<file path="src/design/sfe_pkg.sv">
// Shared types, constants and byte functions of the scrambled frame encoder.
// Used by the front, queue and back modules; depends on nothing.
package sfe_pkg;

    localparam int unsigned ADDR_BYTES = 5;
    localparam int unsigned ADDR_W     = 8 * ADDR_BYTES;
    localparam int unsigned SCR_LEN    = 39;
    localparam int unsigned XO_LEN     = 35;
    localparam int unsigned TAB_IW     = 6;
    localparam int unsigned Q_DEPTH    = 4;
    localparam int unsigned Q_AW       = 2;

    localparam logic [15:0] CRC_INIT = 16'hB5D2;
    localparam logic [15:0] CRC_POLY = 16'h1021;

    typedef enum logic [7:0] {
        STEP_ADDR0  = 8'b0000_0001,
        STEP_ADDR1  = 8'b0000_0010,
        STEP_ADDR2  = 8'b0000_0100,
        STEP_ADDR3  = 8'b0000_1000,
        STEP_ADDR4  = 8'b0001_0000,
        STEP_DATA   = 8'b0010_0000,
        STEP_CRC_HI = 8'b0100_0000,
        STEP_CRC_LO = 8'b1000_0000
    } t_step;

    localparam logic [7:0] SCR_TAB [SCR_LEN] = '{
        8'hE3, 8'hB1, 8'h4B, 8'hEA, 8'h85, 8'hBC, 8'hE5, 8'h66, 8'h0D, 8'hAE,
        8'h8C, 8'h88, 8'h12, 8'h69, 8'hEE, 8'h1F, 8'hC7, 8'h62, 8'h97, 8'hD5,
        8'h0B, 8'h79, 8'hCA, 8'hCC, 8'h1B, 8'h5D, 8'h19, 8'h10, 8'h24, 8'hD3,
        8'hDC, 8'h3F, 8'h8E, 8'hC5, 8'h2F, 8'hAA, 8'h16, 8'hF3, 8'h95
    };

    localparam logic [15:0] XO_TAB [XO_LEN] = '{
        16'h0000, 16'h3448, 16'h9BA7, 16'h8BBB, 16'h85E1, 16'h3E8C, 16'h451E,
        16'h18E6, 16'h6B24, 16'hE7AB, 16'h3828, 16'h814B, 16'hD461, 16'hF494,
        16'h2503, 16'h691D, 16'hFE8B, 16'h9BA7, 16'h8B17, 16'h2920, 16'h8B5F,
        16'h61B1, 16'hD391, 16'h7401, 16'h2138, 16'h129F, 16'hB3A0, 16'h2988,
        16'h23CA, 16'hC0CB, 16'h0C6C, 16'hB329, 16'hA0A1, 16'h0A16, 16'hA9D0
    };

    typedef struct packed {
        logic [7:0]  data;
        logic        first;
        logic        ovf;
        logic        last;
        logic [15:0] xorout;
    } t_entry;

    typedef struct packed {
        logic   valid;
        t_entry entry;
    } t_push;

    typedef struct packed {
        logic   valid;
        t_entry entry;
    } t_head;

    function automatic logic [7:0] rev8(input logic [7:0] v);
        logic [7:0] r;
        for (int k = 0; k < 8; k++) begin
            r[k] = v[7-k];
        end
        return r;
    endfunction

    function automatic logic [15:0] crc_byte(input logic [15:0] crc, input logic [7:0] v);
        logic [15:0] c;
        logic [7:0]  d;
        logic        top;
        c = crc;
        d = v;
        for (int k = 0; k < 8; k++) begin
            top = c[15] ^ d[7];
            c = {c[14:0], 1'b0} ^ (top ? CRC_POLY : 16'h0000);
            d = {d[6:0], 1'b0};
        end
        return c;
    endfunction

endpackage

</file>
<file path="src/design/sfe_front.sv">
// Front part: accepts payload bytes, tracks frame position and classifies each beat.
// Scrambles the payload byte and picks the CRC xorout word; uses sfe_pkg.
module sfe_front #(
    parameter int unsigned MAX_PAYLOAD = 25
) (
    input  logic          i_clk,
    input  logic          i_rst_n,
    input  logic          i_accept,
    input  logic [7:0]    i_payload_byte,
    input  logic          i_end_of_payload,
    output sfe_pkg::t_push o_push
);
    import sfe_pkg::*;

    localparam int unsigned CW = $clog2(MAX_PAYLOAD + 1);
    localparam logic [CW-1:0] MAX_CNT = CW'(MAX_PAYLOAD);

    logic [CW-1:0] r_count, n_count;
    logic          r_in_frame, n_in_frame;

    logic [CW-1:0]     cnt;
    logic              ovf;
    logic [CW-1:0]     new_cnt;
    logic [TAB_IW-1:0] scr_idx;
    logic [TAB_IW-1:0] xo_idx;

    always_comb begin
        cnt     = r_in_frame ? r_count : '0;
        ovf     = (cnt >= MAX_CNT);
        new_cnt = ovf ? cnt : cnt + CW'(1);
        scr_idx = TAB_IW'(cnt) + TAB_IW'(ADDR_BYTES);
        xo_idx  = TAB_IW'(new_cnt) + TAB_IW'(2);

        o_push.valid        = i_accept;
        o_push.entry.data   = rev8(i_payload_byte) ^ SCR_TAB[scr_idx];
        o_push.entry.first  = !r_in_frame;
        o_push.entry.ovf    = ovf;
        o_push.entry.last   = i_end_of_payload;
        o_push.entry.xorout = XO_TAB[xo_idx];

        n_count    = r_count;
        n_in_frame = r_in_frame;
        if (i_accept) begin
            n_count    = i_end_of_payload ? '0 : new_cnt;
            n_in_frame = !i_end_of_payload;
        end
    end

    always_ff @(posedge i_clk) begin
        if (!i_rst_n) begin
            r_count    <= '0;
            r_in_frame <= 1'b0;
        end else begin
            r_count    <= n_count;
            r_in_frame <= n_in_frame;
        end
    end

endmodule

</file>
<file path="src/design/sfe_queue.sv">
// Short queue of classified beats between the front and back parts.
// Register-based ring with full/empty flags; uses sfe_pkg.
module sfe_queue (
    input  logic           i_clk,
    input  logic           i_rst_n,
    input  sfe_pkg::t_push i_push,
    input  logic           i_pop,
    output sfe_pkg::t_head o_head,
    output logic           o_full
);
    import sfe_pkg::*;

    t_entry r_mem [Q_DEPTH];
    logic [Q_AW-1:0] r_wr_ptr, n_wr_ptr;
    logic [Q_AW-1:0] r_rd_ptr, n_rd_ptr;
    logic [Q_AW:0]   r_fill, n_fill;

    logic do_push;
    logic do_pop;

    always_comb begin
        do_push  = i_push.valid;
        do_pop   = i_pop && (r_fill != '0);
        n_wr_ptr = do_push ? r_wr_ptr + Q_AW'(1) : r_wr_ptr;
        n_rd_ptr = do_pop ? r_rd_ptr + Q_AW'(1) : r_rd_ptr;
        n_fill   = r_fill + (Q_AW+1)'(do_push) - (Q_AW+1)'(do_pop);

        o_head.valid = (r_fill != '0);
        o_head.entry = r_mem[r_rd_ptr];
        o_full       = (r_fill == (Q_AW+1)'(Q_DEPTH));
    end

    always_ff @(posedge i_clk) begin
        if (do_push) begin
            r_mem[r_wr_ptr] <= i_push.entry;
        end
    end

    always_ff @(posedge i_clk) begin
        if (!i_rst_n) begin
            r_wr_ptr <= '0;
            r_rd_ptr <= '0;
            r_fill   <= '0;
        end else begin
            r_wr_ptr <= n_wr_ptr;
            r_rd_ptr <= n_rd_ptr;
            r_fill   <= n_fill;
        end
    end

endmodule

</file>
<file path="src/design/sfe_back.sv">
// Back part: walks each queued beat through its address, payload and CRC bytes.
// Holds the address register, the running CRC and the output register; uses sfe_pkg.
module sfe_back (
    input  logic                     i_clk,
    input  logic                     i_rst_n,
    input  logic                     i_cfg_we,
    input  logic [sfe_pkg::ADDR_W-1:0] i_cfg_data,
    input  sfe_pkg::t_head           i_head,
    output logic                     o_pop,
    input  logic                     i_stall,
    output logic                     o_valid,
    output logic [7:0]               o_frame_byte,
    output logic                     o_run_last,
    output logic                     o_frame_last,
    output logic                     o_overflow_error
);
    import sfe_pkg::*;

    logic [ADDR_W-1:0] r_tx_address;
    logic [15:0]       r_crc, n_crc;
    logic              r_mid, n_mid;
    t_step             r_step, n_step;
    logic              r_valid, n_valid;
    logic [7:0]        r_byte, n_byte;
    logic              r_run_last, n_run_last;
    logic              r_frame_last, n_frame_last;
    logic              r_ovf, n_ovf;

    logic              load;
    logic              emit;
    t_step             step;
    t_step             step_next;
    logic [7:0]        b;
    logic              upd_crc;
    logic [15:0]       crc_out;
    logic              fin;

    always_comb begin
        load    = !r_valid || !i_stall;
        emit    = load && i_head.valid;
        if (r_mid) begin
            step = r_step;
        end else if (i_head.entry.first) begin
            step = STEP_ADDR0;
        end else begin
            step = STEP_DATA;
        end
        crc_out   = r_crc ^ i_head.entry.xorout;
        upd_crc   = 1'b1;
        b         = '0;
        step_next = STEP_ADDR0;
        case (step)
            STEP_ADDR0: begin
                b         = r_tx_address[39:32] ^ SCR_TAB[0];
                step_next = STEP_ADDR1;
            end
            STEP_ADDR1: begin
                b         = r_tx_address[31:24] ^ SCR_TAB[1];
                step_next = STEP_ADDR2;
            end
            STEP_ADDR2: begin
                b         = r_tx_address[23:16] ^ SCR_TAB[2];
                step_next = STEP_ADDR3;
            end
            STEP_ADDR3: begin
                b         = r_tx_address[15:8]  ^ SCR_TAB[3];
                step_next = STEP_ADDR4;
            end
            STEP_ADDR4: begin
                b         = r_tx_address[7:0]   ^ SCR_TAB[4];
                step_next = STEP_DATA;
            end
            STEP_DATA: begin
                b         = i_head.entry.ovf ? 8'h00 : i_head.entry.data;
                upd_crc   = !i_head.entry.ovf;
                step_next = STEP_CRC_HI;
            end
            STEP_CRC_HI: begin
                b         = crc_out[15:8];
                upd_crc   = 1'b0;
                step_next = STEP_CRC_LO;
            end
            STEP_CRC_LO: begin
                b         = crc_out[7:0];
                upd_crc   = 1'b0;
                step_next = STEP_ADDR0;
            end
            default: begin
                b         = '0;
                upd_crc   = 1'b0;
                step_next = STEP_ADDR0;
            end
        endcase

        fin = (step == STEP_CRC_LO) || ((step == STEP_DATA) && !i_head.entry.last);

        n_valid      = r_valid;
        n_byte       = r_byte;
        n_run_last   = r_run_last;
        n_frame_last = r_frame_last;
        n_ovf        = r_ovf;
        n_crc        = r_crc;
        n_mid        = r_mid;
        n_step       = r_step;
        if (load) begin
            n_valid = i_head.valid;
        end
        if (emit) begin
            n_byte       = b;
            n_run_last   = fin;
            n_frame_last = (step == STEP_CRC_LO);
            n_ovf        = (step == STEP_DATA) && i_head.entry.ovf;
            if (step == STEP_CRC_LO) begin
                n_crc = CRC_INIT;
            end else if (upd_crc) begin
                n_crc = crc_byte(r_crc, b);
            end
            n_mid  = !fin;
            n_step = step_next;
        end

        o_pop            = emit && fin;
        o_valid          = r_valid;
        o_frame_byte     = r_byte;
        o_run_last       = r_run_last;
        o_frame_last     = r_frame_last;
        o_overflow_error = r_ovf;
    end

    always_ff @(posedge i_clk) begin
        if (!i_rst_n) begin
            r_tx_address <= '0;
            r_crc        <= CRC_INIT;
            r_mid        <= 1'b0;
            r_step       <= STEP_ADDR0;
            r_valid      <= 1'b0;
        end else begin
            if (i_cfg_we) begin
                r_tx_address <= i_cfg_data;
            end
            r_crc   <= n_crc;
            r_mid   <= n_mid;
            r_step  <= n_step;
            r_valid <= n_valid;
        end
    end

    always_ff @(posedge i_clk) begin
        r_byte       <= n_byte;
        r_run_last   <= n_run_last;
        r_frame_last <= n_frame_last;
        r_ovf        <= n_ovf;
    end

endmodule

</file>
<file path="src/design/scrambled_frame_encoder_crc16_unit.sv">
// Top level of the scrambled CRC-16 frame encoder.
// Instantiates sfe_front, sfe_queue and sfe_back; uses sfe_pkg.
//
// Each accepted payload beat yields one to eight frame bytes: the first beat of a frame
// adds the five scrambled address bytes, the beat marked end_of_payload adds the two
// CRC bytes, and a beat past MAX_PAYLOAD yields one zero byte flagged overflow_error.
// The input takes one beat per cycle while the four-entry queue has room; the back part
// emits one frame byte per cycle unless i_stall holds its output register. A middle beat
// has one byte, a first beat six, a last beat three and a one-byte frame eight, and that
// byte count sets the sustained rate. A byte is loaded into the output register from the
// beat at the queue head while that register is empty or not stalled.
// The address register is read while the first beat of a frame sits at the queue head.
module scrambled_frame_encoder_crc16_unit #(
    parameter int unsigned MAX_PAYLOAD = 25
) (
    input  logic                       i_clk,
    input  logic                       i_rst_n,
    input  logic                       i_cfg_we,
    input  logic [sfe_pkg::ADDR_W-1:0] i_cfg_data,
    input  logic                       i_valid,
    output logic                       o_stall,
    input  logic [7:0]                 i_payload_byte,
    input  logic                       i_end_of_payload,
    output logic                       o_valid,
    input  logic                       i_stall,
    output logic [7:0]                 o_frame_byte,
    output logic                       o_run_last,
    output logic                       o_frame_last,
    output logic                       o_overflow_error
);
    import sfe_pkg::*;

    t_push push;
    t_head head;
    logic  full;
    logic  pop;
    logic  accept;

    assign o_stall = full;
    assign accept  = i_valid && !full;

    sfe_front #(
        .MAX_PAYLOAD(MAX_PAYLOAD)
    ) u_front (
        .i_clk            (i_clk),
        .i_rst_n          (i_rst_n),
        .i_accept         (accept),
        .i_payload_byte   (i_payload_byte),
        .i_end_of_payload (i_end_of_payload),
        .o_push           (push)
    );

    sfe_queue u_queue (
        .i_clk   (i_clk),
        .i_rst_n (i_rst_n),
        .i_push  (push),
        .i_pop   (pop),
        .o_head  (head),
        .o_full  (full)
    );

    sfe_back u_back (
        .i_clk            (i_clk),
        .i_rst_n          (i_rst_n),
        .i_cfg_we         (i_cfg_we),
        .i_cfg_data       (i_cfg_data),
        .i_head           (head),
        .o_pop            (pop),
        .i_stall          (i_stall),
        .o_valid          (o_valid),
        .o_frame_byte     (o_frame_byte),
        .o_run_last       (o_run_last),
        .o_frame_last     (o_frame_last),
        .o_overflow_error (o_overflow_error)
    );

endmodule

</file>
<file path="config.mk">
export PLATFORM = sky130hd
export DESIGN_NAME = scrambled_frame_encoder_crc16_unit
export DESIGN_NICKNAME = d
export VERILOG_FILES = /design/src/design/sfe_pkg.sv /design/src/design/sfe_front.sv /design/src/design/sfe_queue.sv /design/src/design/sfe_back.sv /design/src/design/scrambled_frame_encoder_crc16_unit.sv
export SDC_FILE = /design/constraint.sdc
export NUM_CORES = 1
export LEC_CHECK = 0
export BUFFER_PORTS_ARGS = -buffer_cell sky130_fd_sc_hd__clkbuf_2
export CORE_MARGIN = 3
export CORE_UTILIZATION = 50
export CTS_CLUSTER_DIAMETER = 200
export DETAILED_ROUTE_END_ITERATION = 12
export GPL_ROUTABILITY_DRIVEN = 0
export GPL_TIMING_DRIVEN = 0
export PLACE_DENSITY = 0.69
export SKIP_LAST_GASP = 1
export SYNTH_ARGS = -nofsm -noshare
export SYNTH_HDL_FRONTEND = slang
export SYNTH_SLANG_ARGS = --single-unit
</file>
<file path="constraint.sdc">
create_clock -name i_clk -period 5.36 [get_ports i_clk]
set_clock_uncertainty 0.05 [all_clocks]
set_input_delay 0.804 -clock i_clk [delete_from_list [all_inputs] [get_ports i_clk]]
set_output_delay 0.804 -clock i_clk [all_outputs]
set_load 0.02 [all_outputs]
</file>
Word-level counts from Yosys, hierarchy flattened
Memory sizes are Yosys's and may differ from the RTL's. A register that Yosys moved wholly into a read port is not among the register bits.
Index checks and enable logic that the tools add are counted.

cells by class
  bitwise logic cells = 25
  reduce and logical (&&, ||, !) cells = 20
  add/subtract/negate cells = 7
  magnitude comparators = 3
  mux-type cells = 27
  equal/unequal tests = 9

operators by type and width
  kind                 number
  $xor 16x16->16       9
  $mux 13              8
  $mux 16              4
  $pmux 8 s8           1
  $pmux 8 s7           1
  $mux 8               4
  $mux 5               3
  $ge 7x7->1 const B   2
  $not 6->7            2
  $not 5->5            2
  $eq 8x1->1 const B   1
  $eq 8x2->1 const B   1
  $eq 8x3->1 const B   1
  $eq 8x4->1 const B   1
  $eq 8x5->1 const B   1
  $eq 8x6->1 const B   1
  $eq 8x7->1 const B   1
  $eq 8x8->1 const B   1
  $logic_not 1->1      8
  $not 4->4            2
  $xor 1x1->1          8
  $xor 8x8->8          1
  $add 5x2->6 const B  1
  $add 5x3->6 const B  1
  17 further kinds     26

storage, ports and cells
  input port bits = 54
  memories kept = 3
  bits in read-only memories = 1536
  bits in registers = 90
  bits in writable memories = 108

memory list
  memory            words  bits a word  read ports  clocked after memory_dff  write ports  RTL line         text
  (name not given)  64     16           1           0                         0            sfe_front.sv:39  o_push.entry.xorout = XO_TAB[xo_idx];
  (name not given)  64     8            1           0                         0            sfe_front.sv:35  o_push.entry.data = rev8(i_payload_byte) ^ SCR_TAB[scr_idx];
  u_queue.r_mem     4      27           1           1                         1            sfe_queue.sv:13  t_entry r_mem [Q_DEPTH];

Depth between registers and ports, before layout
  depth in word-level cells = 30
  gate-level depth with buffers = 16
  gate-level depth less buffers = 14

Cells and area by module
Synthesis repeated with hierarchy kept, for this count alone.

unflattened totals
  cell total of the unflattened synthesis = 952
  area, all modules = 10950.5 µm²

modules (own cells, without submodules)
  module                              instances  seq. area each (µm²)  area an instance (µm²)  cells each
  sfe_queue                           1          3423.3                4419.2                  186
  sfe_back                            1          1651.6                4207.8                  425
  sfe_front                           1          120.1                 2309.7                  340
  scrambled_frame_encoder_crc16_unit  1          0.0                   13.8                    1

Worst setup path after synthesis
Ideal clock, no wire load.

  path kind = register to register
  from = reg u_front.r_in_frame
  to = mem u_queue.r_mem[0][15] (netlist bit), data pin
  path buffers = 3
  path slack = 1.342 ns
  clock period less this slack = 4.018 ns
  arrival = 3.677 ns
  library setup time = 0.291 ns
  stages on the path, launching flop included = 17
  path through = dfxtp_1 > clkbuf_1 > nand2_1 > inv_1 > ha_1 > nand2b_1 > a21oi_1 > mux2_2 > ha_1 > clkbuf_1 > xor2_1 > clkbuf_1 > nand2_1 > a21oi_1 > a211oi_1 > a21oi_1 > o21ai_0

RTL lines
  item                    RTL line         text
  from (decl)             sfe_front.sv:19  logic r_in_frame, n_in_frame;
  from (signal assigned)  sfe_front.sv:55  r_in_frame <= n_in_frame;
  to (decl)               sfe_queue.sv:13

==> impl_metrics.env <==
export IMPL_power_per_cell_area_nw_per_um2=396
export IMPL_ys_flop_type="edfxtp_1"
export IMPL_grt_usage_pct=21.1
export IMPL_critPathKind="flop to flop"
export IMPL_cts_buffers=17
export IMPL_grt_max_degree=28
export IMPL_overflow=0
export IMPL_critPathLaunchType="flop"
export IMPL_yosysTopAreaCell="edfxtp_1"
export IMPL_synth_seq_cells=200
export IMPL_crit_path_max_fanout=10
export IMPL_setup_tns_ps=0
export IMPL_grt_pass1_wl_mm=36.7
export IMPL_fill_cells=1671
export IMPL_dr_pass1_iters=5
export IMPL_drv_cap=0
export IMPL_clk_root_buffer_cell="clkbuf_16"
export IMPL_num_vias=7163
export IMPL_drv_slew=0
export IMPL_path_clk_slew_ps=70
export IMPL_synth_nets=971
export IMPL_finalCriticalPeriod_ps=5040
export IMPL_synthTopCellsByArea="edfxtp_1, dfxtp_1, mux4_2"
export IMPL_rsz0062_at_grt="no"
export IMPL_relSlewSlack_pct=8.54
export IMPL_drc=0
export IMPL_vias_per_cell=5.71
export IMPL_pin_count=67
export IMPL_clockBufferDepth=2
export IMPL_wl_per_cell_um=18.4
export IMPL_period_share_pct=94.0
export IMPL_place_hpwl_mm=16.8
export IMPL_fp_dieH_um=149
export IMPL_syn_to_final_growth_pct=12.3
export IMPL_synth_seq_area_share_pct=50.7
export IMPL_placed_area_um2=10900
export IMPL_async_reset_ff_share_pct=0
export IMPL_p_leak_uw=0.00414
export IMPL_antenna_found_initial=1
export IMPL_cp_slowest_cell="a311oi_1"
export IMPL_reg2regPathDepth=14
export IMPL_fp_dieW_um=149
export IMPL_cp_common_cell="clkbuf_1"
export IMPL_maxUsedRoutingLayer="met4"
export IMPL_status="finished, final reports clean"
export IMPL_critPathCaptureType="flop"
export IMPL_hold_slack_ps=441
export IMPL_hold_viol_final=0
export IMPL_drt_iter0_markers=676
export IMPL_core_area_um2=19800
export IMPL_htree_levels=4
export IMPL_drive_above_1_share_pct=16.3
export IMPL_hold_class="flop to flop"
export IMPL_wl_met1_mm=10.4
export IMPL_multi_input_area_um2=4740
export IMPL_diodes=0
export IMPL_critPathMaxStageDelay_ps=590
export IMPL_cp_required_ps=5450
export IMPL_numClockSinks=200
export IMPL_hold_depth=2
export IMPL_ir_drop_mv=0.244
export IMPL_synth_edf_count=119
export IMPL_rows=51
export IMPL_tightest_slew_ps=1370
export IMPL_finalSetupViolations=0
export IMPL_cp_data_arrival_time_ps=5130
export IMPL_yosysUniqueCellTypes=78
export IMPL_cp_num_buf_inv=5
export IMPL_syn_area_um2=10200
export IMPL_clock_latency_ps=430
export IMPL_crit_family="buffers and inverters"
export IMPL_wl_met2_mm=10.6
export IMPL_post_cts_buffers=0
export IMPL_final_antenna_net_count=0
export IMPL_final_nets=1055
export IMPL_start_util_pct=51.8
export IMPL_wl_mm=23.1
export IMPL_portBuffers=65
export IMPL_fmax_ghz=0.198
export IMPL_grt_pass1_vias=6814
export IMPL_yosysWarningCount=0
export IMPL_dr_wl_met3_mm=1.47
export IMPL_crit_chain="clkbuf_1 -> nand2_1 -> inv_1 -> ha_1 -> ha_1 -> clkbuf_1 -> mux2_2 -> ha_1 -> clkbuf_1 -> clkbuf_1 -> nand2_1 -> o211ai_1 -> a21oi_1 -> a311oi_1"
export IMPL_synth_top_cell_area_share_pct=34.9
export IMPL_seqCellArea_um2=5190
export IMPL_cts_tree="done"
export IMPL_syn_inst=893
export IMPL_synth_avg_cell_area_um2=11.5
export IMPL_dieArea_um2=22200
export IMPL_crit_cells=14
export IMPL_final_area_um2=11500
[flip-flops by register name (all words and copies together), names as in the netlist, named ones only]
| name | count |
|---|---|
| u_back.r_step | 8 |
| u_queue.r_rd_ptr | 2 |
| u_queue.r_mem | 108 |
| u_back.r_tx_address | 40 |
| u_queue.r_fill | 3 |
| u_back.o_valid | 1 |
| u_back.o_overflow_error | 1 |
| u_back.r_crc | 16 |
| u_front.r_count | 5 |
| u_back.r_mid | 1 |
| u_back.o_frame_byte | 8 |
| u_back.o_frame_last | 1 |
| u_back.o_run_last | 1 |
| u_front.r_in_frame | 1 |
| u_queue.r_wr_ptr | 2 |
[cell families (layout without fill, tap and decap cells)]
kind of cell	Yosys count	in the layout	share of synthesized area, %
AOI/OAI and AO/OA	191	191	12.4
xor gates and xnor gates	57	57	5.49
adders and majority gates	25	25	3.10
buffers and inverters	78	175	3.17
DFF	200	200	50.7
muxes	83	83	11.9
and+or+nand+nor	259	259	13.2
[cell usage after synthesis, drive strengths merged (4+ instances only)]
| library cell | instances |
|---|---|
| and2 | 21 |
| a311oi | 4 |
| a211oi | 7 |
| edfxtp | 119 |
| a21boi | 7 |
| nand3 | 12 |
| o22ai | 9 |
| a221oi | 4 |
| xor2 | 27 |
| ha | 23 |
| inv | 25 |
| clkbuf | 40 |
| mux4 | 28 |
| a31oi | 9 |
| dfxtp | 81 |
| a21oi | 43 |
| nand3b | 4 |
| nor2b | 58 |
| and3 | 8 |
| xnor2 | 29 |
| nand2b | 8 |
| buf | 10 |
| mux2 | 6 |
| o211ai | 11 |
| o21ai | 45 |
| nor3 | 12 |
| a22oi | 19 |
| o21a | 5 |
| nand4 | 6 |
| mux2i | 49 |
| nand2 | 70 |
| nor2 | 48 |
| o22a | 7 |
[layout make-up]
cell class                      instances  area share [%]
Buffer                                 50            1.93
Clock buffer                           23            4.18
Clock inverter                          9           0.881
Inverter                               28           0.914
Multi-Input combinational cell        615            41.2
Sequential cell                       200            45.2
Tap cell                              265            2.88
Timing Repair Buffer                   65            2.83
[layout by cell type (no fill, tap or decap), types with 4 or more instances in the layout]
cell,count
o22ai_1,9
o21a_1,5
a221oi_1,4
nor2b_1,58
clkbuf_2,70
mux2i_1,48
clkbuf_16,17
nor2_1,48
nand3_1,11
o211ai_1,10
a21boi_0,6
xnor2_1,25
a311oi_1,4
and3_1,7
nor3_1,12
o21ai_0,41
o22a_1,7
dfxtp_1,81
a31oi_1,8
a22oi_1,19
nand2_1,69
clkbuf_1,38
a21oi_1,42
a211oi_1,5
mux2_2,6
mux4_1,6
nand4_1,6
inv_1,25
mux4_2,22
and2_1,18
nand2b_1,8
xor2_1,25
nand3b_1,4
edfxtp_1,119
ha_1,23
[report_power, final]
group          leakage (uW)  internal (uW)  switching (uW)
logic               0.00214            556             771
clock network      0.000299            711             543
registers           0.00170           1860             107
[tightest hold or removal path: stages (launching register included)]
cell and delay (ps):
dfxtp_1 320, nand2_1 60, a21boi_0 70
[per-stage QoR]
stage | total power [uW] | instances | setup slack, ps | utilization [%]
final | 4550 | 1255 | 322 | 58.1
after global routing | 4790 | 1255 | 47.5 | 58.1
after CTS | 4580 | 1255 | 21.1 | 58.0
after detailed placement | 3320 | 1223 | 26.7 | 55.1
after global placement | 3310 | 1223 | 148 | 55.1
after floorplan | 2980 | 893 | 1340 | -
[worst paths after layout]
path                 startpoint                    to  slack [ps]
max          u_front.r_in_frame  u_queue.r_mem[3][12]         320
min              u_back.o_valid        u_back.o_valid         440
max reg2reg  u_front.r_in_frame  u_queue.r_mem[3][12]         320
min reg2reg      u_back.o_valid        u_back.o_valid         440
[routing by layer]
layer  vias up  global-route usage, %
met4         0                   7.00
li1       3456                      -
met2       302                   33.4
met1      3357                   29.5
met5         -                      0
met3        48                   4.22
[repair_timing]
action,4_1_cts,5_1_grt
resized for setup,0,8
endpoints found under the setup margin,0,60
hold buffers,0,0
Note: power is estimated with default switching activity, not from simulation.
